$ cat config.mk
export PLATFORM = sky130hd
export DESIGN_NAME = grayscale_led_matrix_scanner_unit
export DESIGN_NICKNAME = d
export VERILOG_FILES = /design/src/design/glms_pkg.sv /design/src/design/glms_out_buf.sv /design/src/design/grayscale_led_matrix_scanner_unit.sv
export VERILOG_INCLUDE_DIRS = /design/src /design/src/design
export SDC_FILE = /design/constraint.sdc
export NUM_CORES = 1
export LEC_CHECK = 0
export BUFFER_PORTS_ARGS = -buffer_cell sky130_fd_sc_hd__buf_2
export CAP_MARGIN = 20
export CORE_MARGIN = 1.5
export CORE_UTILIZATION = 56
export DETAILED_ROUTE_END_ITERATION = 12
export PLACE_DENSITY_LB_ADDON = 0.12
export SLEW_MARGIN = 20
export SYNTH_ARGS = -nofsm -noshare
export SYNTH_HDL_FRONTEND = slang
export SYNTH_SLANG_ARGS = --single-unit
$ cat constraint.sdc
create_clock -name clk_i -period 4.9 [get_ports clk_i]
set_input_delay 0.735 -clock clk_i [delete_from_list [all_inputs] [get_ports clk_i]]
set_output_delay 0.735 -clock clk_i [all_outputs]
set_load 0.005 [all_outputs]
$ cat src/design/grayscale_led_matrix_scanner_unit_assert.svh
// assertion macros used by the scanner top level
// expects clk_i and rst_ni in the scope of each use
`ifndef GRAYSCALE_LED_MATRIX_SCANNER_UNIT_ASSERT_SVH
`define GRAYSCALE_LED_MATRIX_SCANNER_UNIT_ASSERT_SVH

// property must hold at every clock edge out of reset
`define GLMS_ASSERT(lbl, prop, msg) \
  lbl: assert property (@(posedge clk_i) disable iff (!rst_ni) prop) else $error(msg);

// condition must never be seen at a clock edge out of reset
`define GLMS_ASSERT_NEVER(lbl, cond, msg) \
  lbl: assert property (@(posedge clk_i) disable iff (!rst_ni) !(cond)) else $error(msg);

`endif

$ cat src/design/glms_pkg.sv
// package for the grayscale led matrix scanner
// holds matrix constants, register indexes and the transfer payload types
package glms_pkg;

  localparam int unsigned Rows          = 7;
  localparam int unsigned Cols          = 5;
  localparam int unsigned Levels        = 4;
  localparam int unsigned TopPhase      = Levels - 2;
  localparam int unsigned TimerWidthDef = 16;

  localparam int unsigned RowW    = 3;
  localparam int unsigned ColW    = 3;
  localparam int unsigned LevelW  = 2;
  localparam int unsigned PhaseW  = 2;
  localparam int unsigned RegW    = 16;
  localparam int unsigned RegIdxW = 2;

  localparam int unsigned DwellReset = 64;

  typedef enum logic [RegIdxW-1:0] {
    REG_DWELL0 = 2'd0,
    REG_DWELL1 = 2'd1,
    REG_DWELL2 = 2'd2
  } reg_idx_e;

  typedef enum logic {
    OP_TICK  = 1'b0,
    OP_WRITE = 1'b1
  } op_e;

  typedef struct packed {
    op_e               op;
    logic [RowW-1:0]   pixel_row;
    logic [ColW-1:0]   pixel_col;
    logic [LevelW-1:0] pixel_level;
  } in_item_t;

  typedef struct packed {
    logic [Rows-1:0]   row_select;
    logic [Cols-1:0]   col_drive;
    logic [RowW-1:0]   scan_row;
    logic [PhaseW-1:0] scan_phase;
  } out_item_t;

endpackage

$ cat src/design/glms_out_buf.sv
// two-entry output buffer: result register plus skid register
// depends on glms_pkg for the result payload type
module glms_out_buf (
  input  logic               clk_i,
  input  logic               rst_ni,
  input  logic               push_i,
  input  glms_pkg::out_item_t data_i,
  output logic               full_o,
  output logic               out_valid_o,
  input  logic               out_stall_i,
  output glms_pkg::out_item_t out_data_o
);
  import glms_pkg::*;

  logic      out_valid_q, out_valid_d;
  logic      skid_valid_q, skid_valid_d;
  out_item_t out_data_q, out_data_d;
  out_item_t skid_data_q, skid_data_d;

  always_comb begin
    out_valid_d  = out_valid_q;
    skid_valid_d = skid_valid_q;
    out_data_d   = out_data_q;
    skid_data_d  = skid_data_q;
    if (out_valid_q && out_stall_i) begin
      if (push_i) begin
        skid_valid_d = 1'b1;
        skid_data_d  = data_i;
      end
    end else if (skid_valid_q) begin
      out_valid_d  = 1'b1;
      out_data_d   = skid_data_q;
      skid_valid_d = 1'b0;
    end else begin
      out_valid_d = push_i;
      out_data_d  = data_i;
    end
  end

  always_ff @(posedge clk_i or negedge rst_ni) begin
    if (!rst_ni) begin
      out_valid_q  <= 1'b0;
      skid_valid_q <= 1'b0;
    end else begin
      out_valid_q  <= out_valid_d;
      skid_valid_q <= skid_valid_d;
    end
  end

  always_ff @(posedge clk_i) begin
    out_data_q  <= out_data_d;
    skid_data_q <= skid_data_d;
  end

  assign full_o      = skid_valid_q;
  assign out_valid_o = out_valid_q;
  assign out_data_o  = out_data_q;

endmodule

$ cat src/design/grayscale_led_matrix_scanner_unit.sv
// top level of the grayscale led matrix scanner
// depends on glms_pkg, glms_out_buf and the assertion macro header
`include "grayscale_led_matrix_scanner_unit_assert.svh"

// Takes one item (tick or pixel write) per clock unless stalled and gives one result per item
// from the output register; frame store, scan counters and column compare update in the
// cycle the item is accepted. A two-entry output buffer lets input transfers continue
// while a result waits; stall rises only once both entries are full. Each row shows phases
// Levels-2 down to 0, each lasting its dwell register in ticks (zero counts as one).
module grayscale_led_matrix_scanner_unit #(
  parameter int unsigned TIMER_WIDTH = glms_pkg::TimerWidthDef
) (
  input  logic                        clk_i,
  input  logic                        rst_ni,
  input  logic                        in_valid_i,
  output logic                        in_stall_o,
  input  glms_pkg::in_item_t          in_data_i,
  output logic                        out_valid_o,
  input  logic                        out_stall_i,
  output glms_pkg::out_item_t         out_data_o,
  input  logic                        cfg_we_i,
  input  logic [glms_pkg::RegIdxW-1:0] cfg_idx_i,
  input  logic [glms_pkg::RegW-1:0]    cfg_data_i
);
  import glms_pkg::*;

  logic [RegW-1:0] dwell0_q, dwell1_q, dwell2_q;

  logic [Rows-1:0][Cols-1:0][LevelW-1:0] frame_q, frame_d;
  logic [RowW-1:0]        row_q, row_d;
  logic [PhaseW-1:0]      phase_q, phase_d;
  logic [TIMER_WIDTH-1:0] cnt_q, cnt_d;

  logic [TIMER_WIDTH-1:0] dwell_sel, dwell_eff, cnt_inc;
  logic                   accept, buf_full;
  out_item_t              result;
  logic [Rows-1:0]        sel_of_row;

  assign accept     = in_valid_i && !buf_full;
  assign in_stall_o = buf_full;

  // configuration writes
  always_ff @(posedge clk_i or negedge rst_ni) begin
    if (!rst_ni) begin
      dwell0_q <= RegW'(DwellReset);
      dwell1_q <= RegW'(DwellReset);
      dwell2_q <= RegW'(DwellReset);
    end else if (cfg_we_i) begin
      case (cfg_idx_i)
        REG_DWELL0: dwell0_q <= cfg_data_i;
        REG_DWELL1: dwell1_q <= cfg_data_i;
        REG_DWELL2: dwell2_q <= cfg_data_i;
        default: ;
      endcase
    end
  end

  always_comb begin
    case (phase_q)
      PhaseW'(0): dwell_sel = TIMER_WIDTH'(dwell0_q);
      PhaseW'(1): dwell_sel = TIMER_WIDTH'(dwell1_q);
      default:    dwell_sel = TIMER_WIDTH'(dwell2_q);
    endcase
    dwell_eff = (dwell_sel == '0) ? TIMER_WIDTH'(1) : dwell_sel;
    cnt_inc   = cnt_q + TIMER_WIDTH'(1);
  end

  // state update for one transfer
  always_comb begin
    frame_d = frame_q;
    row_d   = row_q;
    phase_d = phase_q;
    cnt_d   = cnt_q;
    if (accept) begin
      if (in_data_i.op == OP_WRITE) begin
        if (in_data_i.pixel_row < RowW'(Rows) && in_data_i.pixel_col < ColW'(Cols)) begin
          frame_d[in_data_i.pixel_row][in_data_i.pixel_col] = in_data_i.pixel_level;
        end
      end else if (cnt_inc >= dwell_eff) begin
        cnt_d = '0;
        if (phase_q == '0) begin
          phase_d = PhaseW'(TopPhase);
          row_d   = (row_q == RowW'(Rows - 1)) ? '0 : row_q + RowW'(1);
        end else begin
          phase_d = phase_q - PhaseW'(1);
        end
      end else begin
        cnt_d = cnt_inc;
      end
    end
  end

  // drive as seen after the transfer
  always_comb begin
    result.row_select = Rows'(1) << row_d;
    for (int j = 0; j < Cols; j++) begin
      result.col_drive[j] = (frame_d[row_d][j] <= LevelW'(phase_d));
    end
    result.scan_row   = row_d;
    result.scan_phase = phase_d;
  end

  always_ff @(posedge clk_i or negedge rst_ni) begin
    if (!rst_ni) begin
      frame_q <= '1;
      row_q   <= '0;
      phase_q <= PhaseW'(TopPhase);
      cnt_q   <= '0;
    end else begin
      frame_q <= frame_d;
      row_q   <= row_d;
      phase_q <= phase_d;
      cnt_q   <= cnt_d;
    end
  end

  glms_out_buf u_out_buf (
    .clk_i       (clk_i),
    .rst_ni      (rst_ni),
    .push_i      (accept),
    .data_i      (result),
    .full_o      (buf_full),
    .out_valid_o (out_valid_o),
    .out_stall_i (out_stall_i),
    .out_data_o  (out_data_o)
  );

  assign sel_of_row = Rows'(1) << out_data_o.scan_row;

  `GLMS_ASSERT(a_row_range, row_q <= RowW'(Rows - 1), "scan row out of range")
  `GLMS_ASSERT_NEVER(a_phase_range, phase_q > PhaseW'(TopPhase), "scan phase out of range")
  `GLMS_ASSERT(a_sel_match, out_valid_o |-> (out_data_o.row_select == sel_of_row), "row select mismatch")

endmodule
## Word level (Yosys, flattened, before mapping)

Cells that the tools add are included.

| operators by class | value |
|---|---|
| mux-type cells | 26 |
| bitwise logic cells | 1 |
| shift-type cells | 1 |
| $lt $le $gt $ge | 13 |
| multiply operators | 0 |
| div/mod/pow operators | 0 |
| add/subtract/negate cells | 3 |
| equality and inequality tests | 5 |
| reduce and logical (&&, ||, !) cells | 14 |

Operators by type and width:

| operator | number |
|---|---|
| 70-bit 2-to-1 mux | 3 |
| 70-bit bitwise mux | 1 |
| 16-bit 2-to-1 mux | 2 |
| 16-bit case mux with 2 select lines | 1 |
| 10-bit binary-select mux with 3-bit select | 1 |
| 10-bit demux with 3-bit select | 1 |
| 10-bit 2-to-1 mux | 2 |
| 17-bit 2-to-1 mux | 1 |
| 16-bit by 1-bit adder with 16-bit output (second input constant) | 1 |
| 16-bit greater-or-equal comparator | 1 |
| 16-bit logical NOT | 1 |
| 3-bit 2-to-1 mux | 5 |
| 3-bit by 4-bit less-than comparator with 1-bit output (second input constant) | 3 |
| 2-bit <= comparator | 5 |
| 2-bit 2-to-1 mux | 5 |
| 2-bit AND reduction | 5 |
| 1-bit by 3-bit left shift with 7-bit output (first input constant) | 1 |
| 2-bit demux with 3-bit select | 1 |
| 3-bit by 1-bit greater-or-equal comparator with 1-bit output (second input constant) | 2 |
| 3-bit less-than comparator (second input constant) | 2 |
| 1-bit logical AND | 5 |
| 2-bit by 1-bit == test with 1-bit output (second input constant) | 2 |
| 2-bit logical NOT | 2 |
| 3-bit by 1-bit adder with 3-bit output (second input constant) | 1 |
| other kinds (7) | 9 |

| word-level totals | value |
|---|---|
| output and inout port bits | 19 |
| latch bits | 0 |
| bits in read-only memories | 0 |
| RAM bits | 0 |
| register bits after elaboration | 175 |
| memories | 0 |

## Depth between registers and ports, before layout

| logic depth | value |
|---|---|
| word-level depth | 14 |
| gate-level depth with buffers | 24 |
| mapped depth without buffers | 21 |

## Cells and area by module

Synthesis repeated with hierarchy kept, for this count alone.

| second synthesis, totals | value |
|---|---|
| cell total of the unflattened synthesis | 748 |
| area total of the unflattened synthesis | 9,069.9 um^2 |

By module, submodules not included:

| module | cells an instance | times used | sequential area each (um^2) | area an instance (um^2) |
|---|---|---|---|---|
| grayscale_led_matrix_scanner_unit | 689 | 1 | 3,570.9 | 7,716.2 |
| glms_out_buf | 59 | 1 | 1,071.0 | 1,353.8 |

## Worst setup path before layout

OpenSTA, ideal clock, no wires.

| timing path | value |
|---|---|
| kind | register to register |
| start | reg phase_q[1] |
| end | reg u_out_buf.out_data_q, in the netlist u_out_buf.out_data_o[7] (data pin) |
| period minus slack after synthesis | 5.034 ns |
| setup time | 0.260 ns |
| stages on the path, launching flop included | 25 |
| arrival | 4.774 ns |
| data required time | 4.640 ns |
| path slack | -0.134 ns |
| cells stage by stage | dfstp_2 -> inv_1 -> ha_1 -> clkbuf_1 -> clkbuf_1 -> a22o_1 -> a21oi_1 -> nand4_1 -> or4_1 -> nand3_1 -> ha_1 -> nand2b_1 -> a31oi_1 -> o221ai_1 -> a21o_4 -> buf_4 -> buf_2 -> nand4_1 -> o31ai_1 -> a221oi_1 -> o211ai_1 -> ha_1 -> nor2b_1 -> o21ai_0 -> mux2_2 |

RTL lines:

| item | RTL line | text |
|---|---|---|
| start, declared | grayscale_led_matrix_scanner_unit.sv:31 | `logic [PhaseW-1:0] phase_q, phase_d;` |
| start signal, assigned | grayscale_led_matrix_scanner_unit.sv:107 | `phase_q <= PhaseW'(TopPhase);` |
| start signal, assigned | grayscale_led_matrix_scanner_unit.sv:112 | `phase_q <= phase_d;` |
| end signal, assigned | glms_out_buf.sv:51 | `out_data_q <= out_data_d;` |
| end, declared | glms_out_buf.sv:17 | `out_item_t out_data_q, out_data_d;` |

==> flow_summary_export.csv <==
group,metric,value,unit
outcome,status,"finished with violations",
outcome,violations,"negative setup slack",
clock_tree,cts_tree,"done",
clock_tree,clkTransAtPathRegs,0.07,ns
timing,period_needed,5.053,ns
setup_path,crit_chain,"inv_4 -> ha_4 -> buf_6 -> a22o_1 -> a21oi_2 -> nand4_1 -> or4_4 -> nand3_4 -> ha_4 -> nand2b_4 -> a31oi_4 -> o221ai_4 -> a21o_4 -> buf_12 -> buf_4 -> buf_4 -> a32o_1 -> nor3_1 -> nand3_1 -> nand3_2 -> ha_1 -> nand2_1 -> o21ai_2 -> mux2_4",
routing,ant_nets,0,
floorplan,die_w,133.5,um
setup_path,cp.required,5.09,ns
timing,min_period_over_period,1.031,
timing,hold_viol,0,
floorplan,core_area,16580,um2
cells_and_area,drive_gt1_frac,0.4550,
synth,synth_xor_xnor_area_share,0.01287,
timing,tightest_slew,1.211,ns
timing,slew_headroom,0.1925,
timing,report.final.slew_viol_count,0,
synth,syn_nets,915,
global_routing,antenna_found_initial,0,
global_routing,grtUsageMet1,0.4280,
synth,ys_seq_elements,175,
synth,seq_area_frac_synth,0.4871,
cells_and_area,num_antenna_cells,0,
routing,via_count,7566,
cells_and_area,area_growth,22.20,%
global_routing,grt.met2_usage,0.4594,
placed_design,dp_hpwl,18120,um
setup_path,crit_fanout,5,
synth,synth_cells,853,
routing,drtIter0Drc,619,
global_routing,overflow,0,
setup_path,critPathTopFamily,"simple AND/OR/NAND/NOR gates",
timing,finalSetupViolations,5,
floorplan,start_util,0.5747,
global_routing,gr-usage-all-layers,0.3014,
placed_design,pre_cts_slack,-0.3680,ns
placed_design,dp.cells,1154,
timing,setup_ws,-0.1526,ns
synth,synth-compound-area-share,0.1272,
pwr,powerDensity,512.0,nW/um2
cells_and_area,fin_area,11650,um2
setup_path,crit_type,"reg -> reg",
floorplan,fp-row-count,47,
setup_path,worstPathArrival,5.24,ns
global_routing,grt_max_degree,58,
clock_tree,h-tree-depth,4,
synth,synth_edf_count,34,
global_routing,use_met3,0.06355,
placed_design,portBuffers,50,
routing,drt-vias-per-instance,6.258,
global_routing,grt_pass1_vias,7524,
floorplan,die_area,17810,um2
synth,netlist_area,9530,um2
setup_path,start_kind,"flip-flop",
worst_hold_path,hp-class,"in -> async",
timing,worst_hold_slack,0.2498,ns
clock_tree,cts.sinks,175,
timing,clock.fmax,197.9,MHz
flow_run,cap_violations,0,
routing,remaining_drc_errors,0,
placed_design,gp_congestion,0.9520,
routing,drt_wl_total,25900,um
synth,yosysWarnings,0,
clock_tree,clock-root-buffer,"clkbuf_16",
timing,rsz0062_at_grt,"true",
placed_design,post_dp_cell_area,10440,um2
floorplan,die_y,133.5,um
floorplan,io-pin-count,51,
pwr,ir_drop,0.0003378,V
clock_tree,clockBufferDepth,2,
routing,wl_per_cell,21.42,um
synth,synthMuxAreaShare,0.1541,
synth,synth_flop_cell,"dfstp_2",
cells_and_area,fin_nets,1038,
synth,async_flop_share,0.8057,
clock_tree,worstSkewPairLatency,0.44,ns
global_routing,grt_pass1_wl,41080,um
timing,fin_skew,0.01210,ns
synth,synth_top_family_by_area,"multiplexers",
pwr,power_leakage,5.058,nW
synth,synth_fa_ha_area_frac,0.04044,
setup_path,critical-path-max-stage-delay,0.59,ns
setup_path,cpMaxStageDelayCell,"or4_4",
synth,yosys.area_share.simple,0.1435,
setup_path,end_kind,"flip-flop",
synth,syn_area_per_cell,11.17,um2
clock_tree,cts_buffers,17,
global_routing,grt.busiest_layer,"met2",
routing,dr.pass1.iters,5,
cells_and_area,instances_no_fill,1209,
synth,yosysUniqueCellTypes,82,
setup_path,worstPathBufferInverterCount,5,
[worst paths after layout]
kind,to,startpoint,cells past startpoint,slack (ns)
setup / recovery,u_out_buf.out_data_o[7],phase_q[1],24,-0.15
hold / removal,dwell2_q[8],rst_ni,1,0.25
setup reg to reg,u_out_buf.out_data_o[7],phase_q[1],24,-0.15
hold reg to reg,dwell1_q[1],dwell1_q[1],1,0.51
max in group asynchronous,cnt_q[2],rst_ni,2,3.70
min in group clk_i,dwell1_q[1],dwell1_q[1],1,0.51
[synthesized netlist by cell type, types with 4 or more instances]
cell | number | share of area
a21oi_1 | 29 | 0.015
nor3_1 | 10 | 0.0053
o221ai_1 | 7 | 0.0064
mux2_2 | 110 | 0.13
a22o_1 | 19 | 0.017
a211oi_1 | 5 | 0.0039
dfstp_2 | 74 | 0.20
nand4_1 | 16 | 0.011
edfxtp_1 | 34 | 0.11
nand4b_1 | 4 | 0.0037
a31oi_1 | 7 | 0.0046
nand3_1 | 28 | 0.015
o211ai_1 | 5 | 0.0039
dfrtp_1 | 67 | 0.18
ha_1 | 30 | 0.039
o21ai_0 | 33 | 0.017
nor2b_1 | 7 | 0.0046
mux2i_1 | 23 | 0.024
inv_1 | 29 | 0.011
buf_2 | 5 | 0.0026
nand2_1 | 75 | 0.030
o21ai_1 | 5 | 0.0026
xnor2_1 | 5 | 0.0046
buf_6 | 4 | 0.0047
and3_1 | 14 | 0.0092
clkbuf_1 | 31 | 0.012
o31ai_1 | 7 | 0.0055
nor2_1 | 52 | 0.020
nand2b_1 | 14 | 0.0092
o32ai_1 | 5 | 0.0046
xor2_1 | 9 | 0.0083
and2_1 | 5 | 0.0033
a32o_1 | 4 | 0.0042
[area by class of cell]
type	count	area (um2)
inverter	31	121.4
clock inverter	14	162.7
clock buffer	18	450.4
sequential	175	4643
tap	220	275.3
multi-input combinational	603	4908
fill	1236	4937
timing repair buffer	148	1085
[metal layers]
metal | wire [um] | part of all wire
met4 | 646 | 0.025
met3 | 1854 | 0.072
met2 | 11900 | 0.46
met5 | 0 | 0
met1 | 11500 | 0.44
[stage by stage]
stage / power (mW) / util / setup TNS, ns
6_report: 5.963 / 0.7023 / -0.4541
5_1_grt: 6.287 / 0.7023 / -1.148
4_1_cts: 5.671 / 0.6854 / -0.05319
3_5_place_dp: 3.965 / 0.6293 / -1.753
3_3_place_gp: 3.884 / 0.6293 / -1.064
2_1_floorplan: 3.136 / - / 0
[cells by family after synthesis]
group,count (synthesis)
xor gates and xnor gates,14
muxes,133
and+or+nand+nor,259
AOI/OAI and AO/OA,166
buffers and inverters,75
adders and majority gates,31
DFF,175
[power by group]
group,internal (mW),leakage [nW],switching [mW]
clock,0.759,0.303,0.644
combinational,1.25,2.85,1.36
sequential,1.79,1.91,0.161
total,3.80,5.06,2.17
[placed cells by master (no fill, tap or decap), drive strengths merged, types with 14 or more instances in the layout]
cell / instances
nand2b: 14
nor2: 57
mux2i: 23
a22o: 20
o21ai: 40
buf: 148
dfstp: 74
nand4: 16
nand2: 75
clkbuf: 18
a21oi: 32
edfxtp: 34
and3: 14
ha: 30
dfrtp: 67
mux2: 110
inv: 38
nand3: 29
[flip-flops by register name, summed over array words and instances (netlist names), 2 cells and up]
register	count
cnt_q	16
row_q	3
phase_q	2
dwell1_q	16
u_out_buf.out_data_o	17
u_out_buf.skid_data_q	17
dwell0_q	16
frame_q	70
dwell2_q	16
[timing repair]
action | 4_1_cts | 5_1_grt
cloned | 1 | 1
pin swaps | 25 | 26
setup endpoints to repair | 10 | 10
gates resized for setup | 48 | 47
setup buffers | 13 | 8
hold buffers | 0 | 0
[worst register-to-register path: stages (launching register included)]
cell,delay [ns]
dfstp_2,0.56
inv_4,0.05
ha_4,0.18
buf_6,0.13
a22o_1,0.22
a21oi_2,0.15
nand4_1,0.12
or4_4,0.59
nand3_4,0.10
ha_4,0.19
nand2b_4,0.14
a31oi_4,0.15
o221ai_4,0.15
a21o_4,0.24
buf_12,0.13
buf_4,0.15
buf_4,0.16
a32o_1,0.23
nor3_1,0.25
nand3_1,0.14
nand3_2,0.12
ha_1,0.24
nand2_1,0.08
o21ai_2,0.06
mux2_4,0.27
Note: power is estimated with default switching activity, not from simulation.
